$ cat src/hdl/assert_macros.svh
// ----------------------------------------------------------------------------
// Assertion macros
// Shared forms for the concurrent checks of the level meter color block.
// ----------------------------------------------------------------------------
`ifndef ASSERT_MACROS_SVH
`define ASSERT_MACROS_SVH

// The consequent must hold in the same cycle as the antecedent.
`define ASSERT_SAME_CYCLE(label, clk, rst_n, ante, cons, msg) \
	label: assert property (@(posedge clk) disable iff (!rst_n) (ante) |-> (cons)) \
		else $error(msg);

// The consequent must hold in the cycle after the antecedent.
`define ASSERT_NEXT_CYCLE(label, clk, rst_n, ante, cons, msg) \
	label: assert property (@(posedge clk) disable iff (!rst_n) (ante) |=> (cons)) \
		else $error(msg);

`endif

$ cat src/hdl/lmgc_pkg.sv
// ----------------------------------------------------------------------------
// lmgc_pkg
// Types and constants of the level meter gradient color pipeline.
// ----------------------------------------------------------------------------
`default_nettype none

package lmgc_pkg;

	// Register indexes on the configuration port; the byte address is four times the index.
	localparam logic REG_OVER_POSITION = 1'b0;
	localparam logic REG_OVER_COLOR    = 1'b1;

	// Gradient parameter t: 16 fraction bits held in 17 bits so 1.0 is exact.
	localparam int T_W = 17;
	// Offset of t inside one segment; no segment is wider than 13107.
	localparam int X_W = 14;
	// Hue in degrees with 8 fraction bits.
	localparam int HUE_W = 16;
	// Scaled offset plus rounding term, and the reciprocal used to divide it.
	localparam int NUM_W = 28;
	localparam int RECIP_W = 29;
	localparam int RECIP_SH = 42;
	localparam int PROD_W = NUM_W + RECIP_W;

	localparam int NSTOPS = 7;
	localparam int NSEG = NSTOPS - 1;
	localparam int SEG_W = 3;

	// Hue curve stops.
	localparam logic [T_W-1:0] STOP_T [0:NSTOPS-1] = '{
		17'd0, 17'd13107, 17'd26214, 17'd36045, 17'd44564, 17'd53740, 17'd65536
	};
	localparam logic [7:0] STOP_HUE [0:NSTOPS-1] = '{
		8'd240, 8'd180, 8'd120, 8'd80, 8'd55, 8'd28, 8'd12
	};

	// Per segment: width in t, hue drop times 256, half width for rounding.
	localparam logic [X_W-1:0] SEG_DT [0:NSEG-1] = '{
		14'd13107, 14'd13107, 14'd9831, 14'd8519, 14'd9176, 14'd11796
	};
	localparam logic [X_W-1:0] SEG_DH [0:NSEG-1] = '{
		14'd15360, 14'd15360, 14'd10240, 14'd6400, 14'd6912, 14'd4096
	};
	localparam logic [X_W-1:0] SEG_HALF_DT [0:NSEG-1] = '{
		14'd6553, 14'd6553, 14'd4915, 14'd4259, 14'd4588, 14'd5898
	};

	// ceil(2^42 / width): exact floor division for numerators below 2^28.
	localparam logic [RECIP_W-1:0] SEG_RECIP [0:NSEG-1] = '{
		RECIP_W'(((64'd1 << RECIP_SH) + 64'd13106) / 64'd13107),
		RECIP_W'(((64'd1 << RECIP_SH) + 64'd13106) / 64'd13107),
		RECIP_W'(((64'd1 << RECIP_SH) + 64'd9830) / 64'd9831),
		RECIP_W'(((64'd1 << RECIP_SH) + 64'd8518) / 64'd8519),
		RECIP_W'(((64'd1 << RECIP_SH) + 64'd9175) / 64'd9176),
		RECIP_W'(((64'd1 << RECIP_SH) + 64'd11795) / 64'd11796)
	};

	// Word after the divider.
	typedef struct packed {
		logic           over;
		logic [T_W-1:0] t;
	} div_word_t;

	// Word after the hue curve.
	typedef struct packed {
		logic             over;
		logic [HUE_W-1:0] hue;
	} hue_word_t;

	// Result word.
	typedef struct packed {
		logic [7:0] red;
		logic [7:0] green;
		logic [7:0] blue;
		logic       is_over;
	} rgb_word_t;

endpackage

`default_nettype wire

$ cat src/hdl/lmgc_divider.sv
// ----------------------------------------------------------------------------
// lmgc_divider
// Five-stage divider: t = floor(position * 2^16 / over_position) for t up to 1.0.
// ----------------------------------------------------------------------------
`default_nettype none

module lmgc_divider #(
	parameter int POS_BITS = 10
) (
	input  wire logic                clk,
	input  wire logic                arst_n,
	input  wire logic                in_valid,
	output logic                     in_ready,
	input  wire logic [POS_BITS-1:0] position,
	input  wire logic [POS_BITS-1:0] over_position,
	output logic                     out_valid,
	input  wire logic                out_ready,
	output lmgc_pkg::div_word_t      out_word
);
	import lmgc_pkg::*;

	localparam int DIV_STEPS = 4;

	typedef struct packed {
		logic                over;
		logic [POS_BITS-1:0] rem;
		logic [T_W-1:0]      quo;
	} div_st_t;

	// Four restoring division steps; a remainder below the divisor stays below it.
	function automatic div_st_t div_steps(input div_st_t cur, input logic [POS_BITS-1:0] d);
		div_st_t           nxt;
		logic [POS_BITS:0] r2;
		nxt = cur;
		for (int k = 0; k < DIV_STEPS; k++) begin
			r2 = {nxt.rem, 1'b0};
			if (r2 >= {1'b0, d}) begin
				nxt.rem = POS_BITS'(r2 - {1'b0, d});
				nxt.quo = {nxt.quo[T_W-2:0], 1'b1};
			end else begin
				nxt.rem = r2[POS_BITS-1:0];
				nxt.quo = {nxt.quo[T_W-2:0], 1'b0};
			end
		end
		return nxt;
	endfunction

	logic    v_s1, v_s2, v_s3, v_s4, v_s5;
	logic    rdy_s1, rdy_s2, rdy_s3, rdy_s4, rdy_s5;
	div_st_t st_in;
	div_st_t st_s1, st_s2, st_s3, st_s4, st_s5;

	// A stage takes a new word when it is empty or its word moves on.
	assign rdy_s5   = !v_s5 || out_ready;
	assign rdy_s4   = !v_s4 || rdy_s5;
	assign rdy_s3   = !v_s3 || rdy_s4;
	assign rdy_s2   = !v_s2 || rdy_s3;
	assign rdy_s1   = !v_s1 || rdy_s2;
	assign in_ready = rdy_s1;

	// The integer quotient bit is set only when position equals the divisor.
	always_comb begin
		st_in      = '0;
		st_in.over = position > over_position;
		st_in.rem  = (position == over_position) ? '0 : position;
		st_in.quo  = {{(T_W-1){1'b0}}, (position == over_position)};
	end

	// Valid bits.
	always_ff @(posedge clk or negedge arst_n) begin
		if (!arst_n) begin
			v_s1 <= 1'b0;
			v_s2 <= 1'b0;
			v_s3 <= 1'b0;
			v_s4 <= 1'b0;
			v_s5 <= 1'b0;
		end else begin
			if (rdy_s1) v_s1 <= in_valid;
			if (rdy_s2) v_s2 <= v_s1;
			if (rdy_s3) v_s3 <= v_s2;
			if (rdy_s4) v_s4 <= v_s3;
			if (rdy_s5) v_s5 <= v_s4;
		end
	end

	// Partial remainders and quotients; after the load, each stage adds four bits.
	always_ff @(posedge clk) begin
		if (rdy_s1) st_s1 <= st_in;
		if (rdy_s2) st_s2 <= div_steps(st_s1, over_position);
		if (rdy_s3) st_s3 <= div_steps(st_s2, over_position);
		if (rdy_s4) st_s4 <= div_steps(st_s3, over_position);
		if (rdy_s5) st_s5 <= div_steps(st_s4, over_position);
	end

	// A zero divisor gives t of zero.
	assign out_valid     = v_s5;
	assign out_word.over = st_s5.over;
	assign out_word.t    = (over_position == '0) ? '0 : st_s5.quo;

endmodule

`default_nettype wire

$ cat src/hdl/lmgc_hue.sv
// ----------------------------------------------------------------------------
// lmgc_hue
// Four-stage piecewise-linear hue curve from t to hue in 1/256 degree.
// ----------------------------------------------------------------------------
`default_nettype none

module lmgc_hue (
	input  wire logic                 clk,
	input  wire logic                 arst_n,
	input  wire logic                 in_valid,
	output logic                      in_ready,
	input  wire lmgc_pkg::div_word_t  in_word,
	output logic                      out_valid,
	input  wire logic                 out_ready,
	output lmgc_pkg::hue_word_t       out_word
);
	import lmgc_pkg::*;

	logic              v_s6, v_s7, v_s8, v_s9;
	logic              rdy_s6, rdy_s7, rdy_s8, rdy_s9;
	logic [SEG_W-1:0]  seg_d;
	logic [X_W-1:0]    off_d;
	logic [NUM_W-1:0]  num_d;
	logic [PROD_W-1:0] prod_d;
	logic [HUE_W-1:0]  hue_d;

	logic              over_s6, over_s7, over_s8, over_s9;
	logic [SEG_W-1:0]  seg_s6, seg_s7, seg_s8;
	logic [X_W-1:0]    off_s6;
	logic [NUM_W-1:0]  num_s7;
	logic [X_W-1:0]    drop_s8;
	logic [HUE_W-1:0]  hue_s9;

	assign rdy_s9   = !v_s9 || out_ready;
	assign rdy_s8   = !v_s8 || rdy_s9;
	assign rdy_s7   = !v_s7 || rdy_s8;
	assign rdy_s6   = !v_s6 || rdy_s7;
	assign in_ready = rdy_s6;

	// Segment is the count of inner stops that t lies beyond.
	always_comb begin
		seg_d = '0;
		for (int k = 1; k < NSEG; k++) begin
			if (in_word.t > STOP_T[k]) seg_d = seg_d + SEG_W'(1);
		end
		off_d = X_W'(in_word.t - STOP_T[seg_d]);
	end

	// Offset times hue drop, plus half the segment width for rounding.
	assign num_d = NUM_W'(off_s6) * NUM_W'(SEG_DH[seg_s6]) + NUM_W'(SEG_HALF_DT[seg_s6]);

	// Division by the segment width as a multiply by its reciprocal.
	assign prod_d = PROD_W'(num_s7) * PROD_W'(SEG_RECIP[seg_s7]);

	// Hue falls from the segment's start hue.
	assign hue_d = {STOP_HUE[seg_s8], 8'd0} - HUE_W'(drop_s8);

	// Valid bits.
	always_ff @(posedge clk or negedge arst_n) begin
		if (!arst_n) begin
			v_s6 <= 1'b0;
			v_s7 <= 1'b0;
			v_s8 <= 1'b0;
			v_s9 <= 1'b0;
		end else begin
			if (rdy_s6) v_s6 <= in_valid;
			if (rdy_s7) v_s7 <= v_s6;
			if (rdy_s8) v_s8 <= v_s7;
			if (rdy_s9) v_s9 <= v_s8;
		end
	end

	// Payload stages.
	always_ff @(posedge clk) begin
		if (rdy_s6) begin
			over_s6 <= in_word.over;
			seg_s6  <= seg_d;
			off_s6  <= off_d;
		end
		if (rdy_s7) begin
			over_s7 <= over_s6;
			seg_s7  <= seg_s6;
			num_s7  <= num_d;
		end
		if (rdy_s8) begin
			over_s8 <= over_s7;
			seg_s8  <= seg_s7;
			drop_s8 <= prod_d[RECIP_SH +: X_W];
		end
		if (rdy_s9) begin
			over_s9 <= over_s8;
			hue_s9  <= hue_d;
		end
	end

	assign out_valid     = v_s9;
	assign out_word.over = over_s9;
	assign out_word.hue  = hue_s9;

endmodule

`default_nettype wire

$ cat src/hdl/lmgc_rgb.sv
// ----------------------------------------------------------------------------
// lmgc_rgb
// Three-stage hue to RGB conversion at full saturation and value.
// ----------------------------------------------------------------------------
`default_nettype none

module lmgc_rgb (
	input  wire logic                clk,
	input  wire logic                arst_n,
	input  wire logic                in_valid,
	output logic                     in_ready,
	input  wire lmgc_pkg::hue_word_t in_word,
	input  wire logic [23:0]         over_color,
	output logic                     out_valid,
	input  wire logic                out_ready,
	output lmgc_pkg::rgb_word_t      out_word
);
	import lmgc_pkg::*;

	localparam int HUE_SECTOR = 15360;
	localparam int NSECTOR = 4;
	localparam int SEC_W = 3;
	localparam int REM_W = 14;
	localparam int A_W = 22;
	localparam int V_W = A_W - 10;
	localparam int P_W = 25;
	// ceil(2^16 / 15): exact floor division by 15 for values below 4096.
	localparam logic [12:0] RECIP_15 = 13'(((1 << 16) + 14) / 15);

	localparam logic [SEC_W-1:0] SEC_RED_YELLOW  = 3'd0;
	localparam logic [SEC_W-1:0] SEC_YELLOW_GRN  = 3'd1;
	localparam logic [SEC_W-1:0] SEC_GRN_CYAN    = 3'd2;
	localparam logic [SEC_W-1:0] SEC_CYAN_BLUE   = 3'd3;

	logic             v_s10, v_s11, v_s12;
	logic             rdy_s10, rdy_s11, rdy_s12;
	logic [SEC_W-1:0] sector_d;
	logic [HUE_W-1:0] base_d;
	logic [REM_W-1:0] ramp_n;
	logic [A_W-1:0]   scaled;
	logic [P_W-1:0]   prod_d;
	logic [7:0]       ramp_x;
	rgb_word_t        word_d;

	logic             over_s10, over_s11;
	logic [SEC_W-1:0] sector_s10, sector_s11;
	logic [REM_W-1:0] rem_s10;
	logic [V_W-1:0]   v_part_s11;
	rgb_word_t        word_s12;

	assign rdy_s12  = !v_s12 || out_ready;
	assign rdy_s11  = !v_s11 || rdy_s12;
	assign rdy_s10  = !v_s10 || rdy_s11;
	assign in_ready = rdy_s10;

	// Sixty-degree sector and the remainder inside it.
	always_comb begin
		sector_d = '0;
		base_d   = '0;
		for (int k = 1; k <= NSECTOR; k++) begin
			if (in_word.hue >= HUE_W'(k * HUE_SECTOR)) begin
				sector_d = SEC_W'(k);
				base_d   = HUE_W'(k * HUE_SECTOR);
			end
		end
	end

	// Ramp rises in even sectors and falls in odd ones; scale by 255 and round.
	assign ramp_n = sector_s10[0] ? REM_W'(HUE_SECTOR - int'(rem_s10)) : rem_s10;
	assign scaled = A_W'(ramp_n) * A_W'(255) + A_W'(HUE_SECTOR / 2);

	// Remaining division by 15 through the reciprocal.
	assign prod_d = P_W'(v_part_s11) * P_W'(RECIP_15);
	assign ramp_x = prod_d[16 +: 8];

	// Channel selection by sector; the over color overrides all.
	always_comb begin
		word_d = '0;
		case (sector_s11)
			SEC_RED_YELLOW: begin
				word_d.red   = 8'hFF;
				word_d.green = ramp_x;
				word_d.blue  = 8'h00;
			end
			SEC_YELLOW_GRN: begin
				word_d.red   = ramp_x;
				word_d.green = 8'hFF;
				word_d.blue  = 8'h00;
			end
			SEC_GRN_CYAN: begin
				word_d.red   = 8'h00;
				word_d.green = 8'hFF;
				word_d.blue  = ramp_x;
			end
			SEC_CYAN_BLUE: begin
				word_d.red   = 8'h00;
				word_d.green = ramp_x;
				word_d.blue  = 8'hFF;
			end
			default: begin
				word_d.red   = ramp_x;
				word_d.green = 8'h00;
				word_d.blue  = 8'hFF;
			end
		endcase
		if (over_s11) begin
			word_d.red   = over_color[23:16];
			word_d.green = over_color[15:8];
			word_d.blue  = over_color[7:0];
		end
		word_d.is_over = over_s11;
	end

	// Valid bits.
	always_ff @(posedge clk or negedge arst_n) begin
		if (!arst_n) begin
			v_s10 <= 1'b0;
			v_s11 <= 1'b0;
			v_s12 <= 1'b0;
		end else begin
			if (rdy_s10) v_s10 <= in_valid;
			if (rdy_s11) v_s11 <= v_s10;
			if (rdy_s12) v_s12 <= v_s11;
		end
	end

	// Payload stages.
	always_ff @(posedge clk) begin
		if (rdy_s10) begin
			over_s10   <= in_word.over;
			sector_s10 <= sector_d;
			rem_s10    <= REM_W'(in_word.hue - base_d);
		end
		if (rdy_s11) begin
			over_s11   <= over_s10;
			sector_s11 <= sector_s10;
			v_part_s11 <= scaled[A_W-1:10];
		end
		if (rdy_s12) word_s12 <= word_d;
	end

	assign out_valid = v_s12;
	assign out_word  = word_s12;

endmodule

`default_nettype wire

$ cat src/hdl/level_meter_gradient_color.sv
// ----------------------------------------------------------------------------
// level_meter_gradient_color
// Color of one level meter bar line from its position, on a hue gradient.
//
// Channel  Dir  Handshake                  Content
// item     in   item_valid / item_ready    position
// color    out  color_valid / color_ready  red, green, blue, is_over
// config   in   APB (psel .. pready)       over_position @0, over_color @4
//
// One word is taken per clock while item_ready is high; a result passes
// the 12 register stages in order: five for the division of
// position by over position, four for the hue curve, three for RGB.
// Reset clears the valid bits and loads the register defaults.
// A stall holds each full stage; empty stages still fill, so the input takes
// words until every stage is occupied.
// ----------------------------------------------------------------------------
`default_nettype none

`include "assert_macros.svh"

module level_meter_gradient_color #(
	parameter int POS_BITS = 10
) (
	input  wire logic                clk,
	input  wire logic                arst_n,
	// Configuration port.
	input  wire logic                psel,
	input  wire logic                penable,
	input  wire logic                pwrite,
	input  wire logic [2:0]          paddr,
	input  wire logic [31:0]         pwdata,
	output logic      [31:0]         prdata,
	output logic                     pready,
	// Position words.
	input  wire logic                item_valid,
	output logic                     item_ready,
	input  wire logic [POS_BITS-1:0] position,
	// Color words.
	output logic                     color_valid,
	input  wire logic                color_ready,
	output logic      [7:0]          red,
	output logic      [7:0]          green,
	output logic      [7:0]          blue,
	output logic                     is_over
);
	import lmgc_pkg::*;

	logic [POS_BITS-1:0] over_position_q;
	logic [23:0]         over_color_q;
	logic                reg_idx;

	logic      div_valid, div_ready;
	div_word_t div_word;
	logic      hue_valid, hue_ready;
	hue_word_t hue_word;
	rgb_word_t rgb_word;

	logic      out_stall;
	logic      over_out;
	logic      grad_out;
	logic      over_match;
	logic      grad_sat;

	assign pready  = 1'b1;
	assign reg_idx = paddr[2];

	// Register writes.
	always_ff @(posedge clk or negedge arst_n) begin
		if (!arst_n) begin
			over_position_q <= POS_BITS'(10'd1023);
			over_color_q    <= 24'hDC0A05;
		end else if (psel && penable && pwrite) begin
			case (reg_idx)
				REG_OVER_POSITION: over_position_q <= pwdata[POS_BITS-1:0];
				REG_OVER_COLOR:    over_color_q    <= pwdata[23:0];
				default: ;
			endcase
		end
	end

	// Register reads.
	always_comb begin
		case (reg_idx)
			REG_OVER_POSITION: prdata = 32'(over_position_q);
			REG_OVER_COLOR:    prdata = 32'(over_color_q);
			default:           prdata = '0;
		endcase
	end

	lmgc_divider #(
		.POS_BITS (POS_BITS)
	) u_divider (
		.clk           (clk),
		.arst_n        (arst_n),
		.in_valid      (item_valid),
		.in_ready      (item_ready),
		.position      (position),
		.over_position (over_position_q),
		.out_valid     (div_valid),
		.out_ready     (div_ready),
		.out_word      (div_word)
	);

	lmgc_hue u_hue (
		.clk       (clk),
		.arst_n    (arst_n),
		.in_valid  (div_valid),
		.in_ready  (div_ready),
		.in_word   (div_word),
		.out_valid (hue_valid),
		.out_ready (hue_ready),
		.out_word  (hue_word)
	);

	lmgc_rgb u_rgb (
		.clk        (clk),
		.arst_n     (arst_n),
		.in_valid   (hue_valid),
		.in_ready   (hue_ready),
		.in_word    (hue_word),
		.over_color (over_color_q),
		.out_valid  (color_valid),
		.out_ready  (color_ready),
		.out_word   (rgb_word)
	);

	assign red     = rgb_word.red;
	assign green   = rgb_word.green;
	assign blue    = rgb_word.blue;
	assign is_over = rgb_word.is_over;

	// Terms used by the checks below.
	assign out_stall  = color_valid && !color_ready;
	assign over_out   = color_valid && is_over;
	assign grad_out   = color_valid && !is_over;
	assign over_match = (red == over_color_q[23:16]) && (green == over_color_q[15:8])
		&& (blue == over_color_q[7:0]);
	assign grad_sat   = (red == 8'hFF || green == 8'hFF || blue == 8'hFF)
		&& (red == 8'h00 || green == 8'h00 || blue == 8'h00);

	// An over word carries the configured over color.
	`ASSERT_SAME_CYCLE(a_over_color, clk, arst_n, over_out, over_match, "over color wrong")

	// A gradient color is fully saturated: one channel at full, one at zero.
	`ASSERT_SAME_CYCLE(a_full_sat, clk, arst_n, grad_out, grad_sat, "gradient not saturated")

	// The input only stalls when the pipeline is full behind a waiting result.
	`ASSERT_SAME_CYCLE(a_stall_src, clk, arst_n, !item_ready, out_stall, "needless input stall")

	// A waiting result is still there in the next cycle.
	`ASSERT_NEXT_CYCLE(a_result_kept, clk, arst_n, out_stall, color_valid, "result dropped")

endmodule

`default_nettype wire
$ cat config.mk
export PLATFORM = sky130hd
export DESIGN_NAME = level_meter_gradient_color
export DESIGN_NICKNAME = d
export VERILOG_FILES = /design/src/hdl/lmgc_pkg.sv /design/src/hdl/lmgc_divider.sv /design/src/hdl/lmgc_hue.sv /design/src/hdl/lmgc_rgb.sv /design/src/hdl/level_meter_gradient_color.sv
export VERILOG_INCLUDE_DIRS = /design/src /design/src/hdl
export SDC_FILE = /design/constraint.sdc
export NUM_CORES = 2
export LEC_CHECK = 0
export BUFFER_PORTS_ARGS = -buffer_cell sky130_fd_sc_hd__buf_2
export CAP_MARGIN = 25
export CORE_MARGIN = 4
export CORE_UTILIZATION = 55
export DETAILED_ROUTE_END_ITERATION = 16
export PLACE_DENSITY_LB_ADDON = 0.3
export SLEW_MARGIN = 40
export SYNTH_ARGS = -nofsm -noshare
export SYNTH_HDL_FRONTEND = slang
export SYNTH_HIERARCHICAL = 1
export SYNTH_SLANG_ARGS = --single-unit
$ cat constraint.sdc
create_clock -name clk -period 12.39 [get_ports clk]
set_input_delay 2.478 -clock clk [delete_from_list [all_inputs] [get_ports clk]]
set_output_delay 2.478 -clock clk [all_outputs]
set_load 0.05 [all_outputs]
# Word-level counts from Yosys, hierarchy flattened
# Memories as Yosys holds them, arrays and structs flattened.
# Cells that the tools add are included.
[word_totals] regBits=301 romBits=656 output_inout_bits=60 word_cells=210 mem_count=5
[classes] add_sub_neg=25 mul=4 magnitude_cmp=30 eq_ne=4 n_mux=55 bitwise_logic=5 n_reduce_logical=30
[memory_table] memory="(name not given)" words=8 word_bits=29 read_ports=1 rd_ports_with_merged_regs=0 write_ports=0 line="lmgc_hue.sv:53" rtl="assign prod_d = PROD_W'(num_s7) * PROD_W'(SEG_RECIP[seg_s7]);"
[memory_table] memory="(name not given)" words=8 word_bits=17 read_ports=1 rd_ports_with_merged_regs=0 write_ports=0 line="lmgc_hue.sv:46" rtl="off_d = X_W'(in_word.t - STOP_T[seg_d]);"
[memory_table] memory="(name not given)" words=8 word_bits=14 read_ports=1 rd_ports_with_merged_regs=0 write_ports=0 line="lmgc_hue.sv:50" rtl="assign num_d = NUM_W'(off_s6) * NUM_W'(SEG_DH[seg_s6]) + NUM_W'(SEG_HALF_DT[seg_s6]);"
[memory_table] memory="(name not given)" words=8 word_bits=14 read_ports=1 rd_ports_with_merged_regs=0 write_ports=0 line="lmgc_hue.sv:50"
[memory_table] memory="(name not given)" words=8 word_bits=8 read_ports=1 rd_ports_with_merged_regs=0 write_ports=0 line="lmgc_hue.sv:56" rtl="assign hue_d = {STOP_HUE[seg_s8], 8'd0} - HUE_W'(drop_s8);"
[ops] cell="$mux 27" count=27
[ops] cell="$ge 11x10->1" count=16
[ops] cell="$mux 14" count=11
[ops] cell="$sub 10x10->10" count=15
[ops] cell="$pmux 24 s4" count=1
[ops] cell="$pmux 32 s2" count=1
[ops] cell="$mux 29" count=2
[ops] cell="$mul 28x29->56" count=1
[ops] cell="$gt 17x16->1 const B" count=3
[ops] cell="$ge 16x16->1 const B" count=2
[ops] cell="$add 28x14->28" count=1
[ops] cell="$mul 14x14->28" count=1
[ops] cell="$sub 14x14->14" count=2
[ops] cell="$mux 24" count=1
[ops] cell="$mul 12x12->23 const B" count=1
[ops] cell="$add 22x13->22 const B" count=1
[ops] cell="$mul 14x8->22 const B" count=1
[ops] cell="$mux 3" count=6
[ops] cell="$gt 17x14->1 const B" count=1
[ops] cell="$gt 17x15->1 const B" count=1
[ops] cell="$mux 17" count=1
[ops] cell="$ge 16x14->1 const B" count=1
[ops] cell="$ge 16x15->1 const B" count=1
[ops] cell="$ge 4x4->1 const B" count=4
[ops] cell="other kinds (18)" count=51

# Longest topological paths before layout
[depth] depth_word=21 mapped_depth=44 mapped_depth_nobuf=40

# Hierarchy
# Netlist, hierarchy kept.
[modules_own_cells] module="lmgc_hue" instances=1 cells_per_inst=3200 area_each_um2=30446.7 seq_area_each_um2=2622.5
[modules_own_cells] module="lmgc_divider" instances=1 cells_per_inst=1305 area_each_um2=11418.5 seq_area_each_um2=2827.7
[modules_own_cells] module="lmgc_rgb" instances=1 cells_per_inst=703 area_each_um2=7070.5 seq_area_each_um2=1846.8
[modules_own_cells] module="level_meter_gradient_color" instances=1 cells_per_inst=111 area_each_um2=1729.2 seq_area_each_um2=874.6

# Worst setup path before layout
# OpenSTA, ideal clock, no wires.
[synth_path] kind="flip-flop to flip-flop" start="register over_position_q[0]" end="register u_divider/st_s2[19] in the netlist's numbering (data pin)" setup_ns=0.261 arrival_ns=8.950 required_time_ns=12.129 setup_slack_ns=3.179 path_stages_with_launch=45 cell_sequence="dfstp_2 inv_1 clkbuf_1 clkbuf_1 ha_1 nand4_1 o21ai_0 a211oi_1 o21ai_2 clkbuf_1 nand2_1 inv_1 ha_1 nor2b_1 o2111ai_2 nand3_1 a31o_1 o41a_1 [... 9 more ...] o21ai_0 a31oi_1 o21a_1 and2_1 buf_2 mux2_2 ha_1 nand2_1 o21ai_0 nor3_1 o21ai_0 a2111oi_0 or2_2 nand4_4 nand2b_1 buf_4 inv_2 a221o_1"
[synth_between] elab_chain_cells=11 word_cells_on_any_way=15
[synth_lines] element="start, declared" line="level_meter_gradient_color.sv:48" rtl="logic [POS_BITS-1:0] over_position_q;"
[synth_lines] element="start signal, assigned" line="level_meter_gradient_color.sv:70" rtl="over_position_q <= POS_BITS'(10'd1023);"
[synth_lines] element="start signal, assigned" line="level_meter_gradient_color.sv:74" rtl="REG_OVER_POSITION: over_position_q <= pwdata[POS_BITS-1:0];"
[synth_lines] element="$sub 10x10->10 or $ge 11x10->1 (tied branches)" line="lmgc_divider.sv:38, lmgc_divider.sv:37"
[synth_lines] element="$mux 27" line="lmgc_divider.sv:37" rtl="if (r2 >= {1'b0, d}) begin"
[synth_lines] element="$mux 27" line="lmgc_divider.sv:89" rtl="if (rdy_s2) st_s2 <= div_steps(st_s1, over_position);"
[synth_lines] element="$sub 10x10->10 or $ge 11x10->1 (tied branches)" line="lmgc_divider.sv:38, lmgc_divider.sv:37"
[synth_lines] element="$mux 27" line="lmgc_divider.sv:37"
[synth_lines] element="$mux 27" line="lmgc_divider.sv:89"
[synth_lines] element="$ge 11x10->1 or $sub 10x10->10 (tied branches)" line="lmgc_divider.sv:37, lmgc_divider.sv:38"
[synth_lines] element="$mux 27" line="lmgc_divider.sv:37"
[synth_lines] element="$mux 27" line="lmgc_divider.sv:89"
[synth_lines] element="$sub 10x10->10 or $ge 11x10->1 (tied branches)" line="lmgc_divider.sv:38, lmgc_divider.sv:37"
[synth_lines] element="$mux 27 (*)" line="lmgc_divider.sv:37"
[synth_lines] element="end signal, assigned" line="lmgc_divider.sv:89"
[synth_lines] element="end, declared" line="lmgc_divider.sv:51" rtl="div_st_t st_s1, st_s2, st_s3, st_s4, st_s5;"
# Every way passes the cells marked *; elsewhere a longest branch is shown, timed or not. The select of a mux whose other input is x is not followed.
# A chain may end at the register's enable or synchronous reset.

# Worst setup path in the final report
[layout_path] start="register over_position_q[8]" end="register u_divider/st_s2[19] in the netlist's numbering (data pin)"
# The elaborated chain is that of the path after synthesis.

==> impl_metrics.yaml <==
worst_setup_path:
  crit_arrival_ps: 11290
  end_kind: "flop"
  reg2reg_from: "over_position_q[8]"
  cpPeakStageDelay_ps: 630
  r2r_end: "u_divider/st_s2[19]"
  ff2ff_path_depth: 39
  crit_fanout: 17
  crit_type: "flop to flop"
  worst_path_max_delay_cell: "a211oi_4"
  critPathRequiredTime_ps: 12700
  startpoint_type: "flop"
  r2r_slack_ps: 1410
sta:
  fmax_ghz: 0.0910
  clock_skew_ps: 30.2
  setup_tns_ps: 0
  worst_pin_slew_ps: 881
  setup_viol: 0
  finalHoldViolCount: 0
  rsz0062_at_grt: "no"
  fin_crit_ps: 10980
  period_share_pct: 88.7
  slew_violations: 0
  max_slew_margin_pct: 41.1
floorplan:
  start_util_pct: 55.4
  ioPinCount: 112
  die_w_um: 312
  core_area_sq_um: 91500
  die_h_um: 312
  die_area_sq_um: 97000
  rows: 111
flow_run:
  maxCapViolCount: 0
clock_tree:
  clock_latency_ps: 560
  cts.sinks: 279
  ctsHtreeMaxLevel: 2
  clock_path_buffers: 3
  cts_tree: "built"
  post_cts_buffers: 0
  numCtsBuffers: 35
  clockRootBuffer: "clkbuf_16"
  cts_resized: 0
  clk_pin_slew_ps: 70
  hold_buffers: 0
outcome:
  status: "finished, final reports clean"
min_path:
  hold_class: "flop to flop"
  holdPathStages: 0
  holdPathEnd: "u_rgb/over_s10"
  hold_start: "u_hue/over_s9"
drt:
  wl_per_cell_um: 19.7
  vias: 37100
  antenna_left: 0
  routed_wl_um: 130000
  first_iter_violations: 3299
  dr.pass1.iters: 6
  vias_per_cell: 5.63
  drc: 0
grt:
  grt_max_degree: 47
  grt_usage_pct: 27.1
  antenna_found_initial: 2
  overflow: 0
  grt_pass1_vias: 38600
  grt_pass1_wl_um: 209000
layout:
  final_nets: 6835
  area_growth_syn_to_layout_pct: 6.05
  fin_cells: 6600
  drive_above_1_share_pct: 7.13
synthesis:
  yosys_register_bits: 279
  synthArstFlopShare_pct: 16.5
  syn_area_sq_um: 50700
  syn_avg_cell_area_sq_um: 9.53
  ys.warnings.count: 6
  yosysSeqAreaShare_pct: 16.1
  ys.flop_type: "edfxtp_1"
  synth_edf_count: 233
  synthCells: 5319
  synth_cell_type_count: 118
place:
  dp.cells: 6534
  dp.final_hpwl_um: 106000
  io_buffers: 92
  routabilityCongestion: 0.979
==> routing by layer <==
metal | up-vias | track usage, % | wire, um
met3 | 283 | 6.52 | 12100
met4 | 0 | 8.55 | 4660
met1 | 18200 | 37.2 | 54800
met2 | 1350 | 42.7 | 58700
met5 | - | 0 | 0
li1 | 17300 | - | -
==> worst max-delay path by stage <==
stage	cells after the start	from	slack, ps	endpoint
floorplan	44	over_position_q[0]	3180	u_divider/st_s2[19]
global placement	39	over_position_q[8]	1620	u_divider/st_s2[19]
detailed placement	39	over_position_q[8]	1560	u_divider/st_s2[19]
CTS	39	over_position_q[8]	1510	u_divider/st_s2[19]
global route	39	over_position_q[2]	650	u_divider/st_s2[19]
finish	39	over_position_q[8]	1410	u_divider/st_s2[19]
==> synth_stat cells, types with 11 or more instances <==
cell         n  area (sq um)
a211o_1     13           114
or3_1       22           138
fa_1       760         15200
nand4_1     36           225
clkbuf_1    89           334
o21bai_1    12          90.1
and3_1      61           382
mux2_4      31           465
nor2_1     266           998
and2_1     130           813
xnor2_1    127          1110
inv_1     1223          4590
a21oi_1    219          1100
nor2b_1     66           413
xor2_1      68           596
o211ai_1    19           143
a21o_1      75           563
or2_2       11          68.8
buf_4       13          97.6
a211oi_1    33           248
nand3_1     59           295
mux2i_1     27           270
ha_1       637          7970
nor4_1      14          87.6
nand2b_1    60           375
nor3_1      77           385
a221oi_1    12           105
dfrtp_1     27           676
a31oi_1     14          87.6
nand2_1    388          1460
nor3b_1     11          82.6
o21ai_0    138           691
buf_2       14          70.1
mux2_2      50           563
dfstp_2     19           499
o21a_1      50           375
o221ai_1    13           114
edfxtp_1   233          7000
==> layout make-up <==
type | count | area, sq um
Antenna cell | 2 | 5.00
Fill cell | 7738 | 37800
Clock inverter | 13 | 144
Sequential cell | 279 | 8170
Multi-Input combinational cell | 3688 | 37400
Timing Repair Buffer | 145 | 870
Clock buffer | 50 | 1000
Tap cell | 1186 | 1480
Inverter | 1237 | 4640
==> cells by family after synthesis <==
kind of cell               after synthesis  synth area share, %
other                                    2               0.0148
AOI/OAI and AO/OA                      721                 9.42
buffers and inverters                 1359                 10.3
and+or+nand+nor                       1250                 12.2
adders and majority gates             1398                 45.8
xor gates and xnor gates               201                 3.61
DFF                                    279                 16.1
muxes                                  109                 2.59
==> through the flow <==
| step | setup WS, ps | hold slack [ps] | instance area [sq um] | util [%] |
|---|---|---|---|---|
| 6_report | 1410 | 407 | 53700 | 58.7 |
| 5_1_grt | 652 | 419 | 53700 | 58.7 |
| 4_1_cts | 1510 | 410 | 53700 | 58.7 |
| 3_5_place_dp | 1560 | 405 | 52500 | 57.4 |
| 3_3_place_gp | 1620 | 402 | 52500 | 57.3 |
| 2_1_floorplan | 3180 | 400 | 50700 | - |
==> placed cells by master, fill, tap and decap left out, types with 36 or more instances in the layout <==
cell type	instances
a21oi_1	217
ha_1	637
and3_1	61
nand4_1	36
nor2b_1	66
xor2_1	68
fa_1	760
nand3_1	58
xnor2_1	127
nor2_1	262
nand2_1	386
nor3_1	76
edfxtp_1	233
o21ai_0	137
buf_4	50
inv_1	1223
clkbuf_16	36
and2_1	130
buf_2	92
mux2_2	50
a21o_1	75
nand2b_1	59
o21a_1	50
==> worst max-delay path, delay by kind of cell (launching register included) <==
| kind | cells | cell delay [ps] |
|---|---|---|
| buf+inv | 5 | 720 |
| fa+ha+maj | 4 | 1590 |
| flops | 1 | 560 |
| compound gates | 22 | 5920 |
| simple gates | 7 | 1560 |
| mux | 1 | 390 |
==> registers in the layout (all words and copies together) (netlist names), 16 cells and up <==
signal	flops
u_rgb/out_word	25
u_divider/st_s3	20
u_divider/st_s4	24
u_hue/num_s7	27
u_divider/st_s2	16
u_hue/hue_s9	16
over_color_q	24
u_divider/st_s5	17
Power is left out: the tool's default activity adds up to more than one toggle a clock period on the data nets, which glitch-free logic cannot reach.
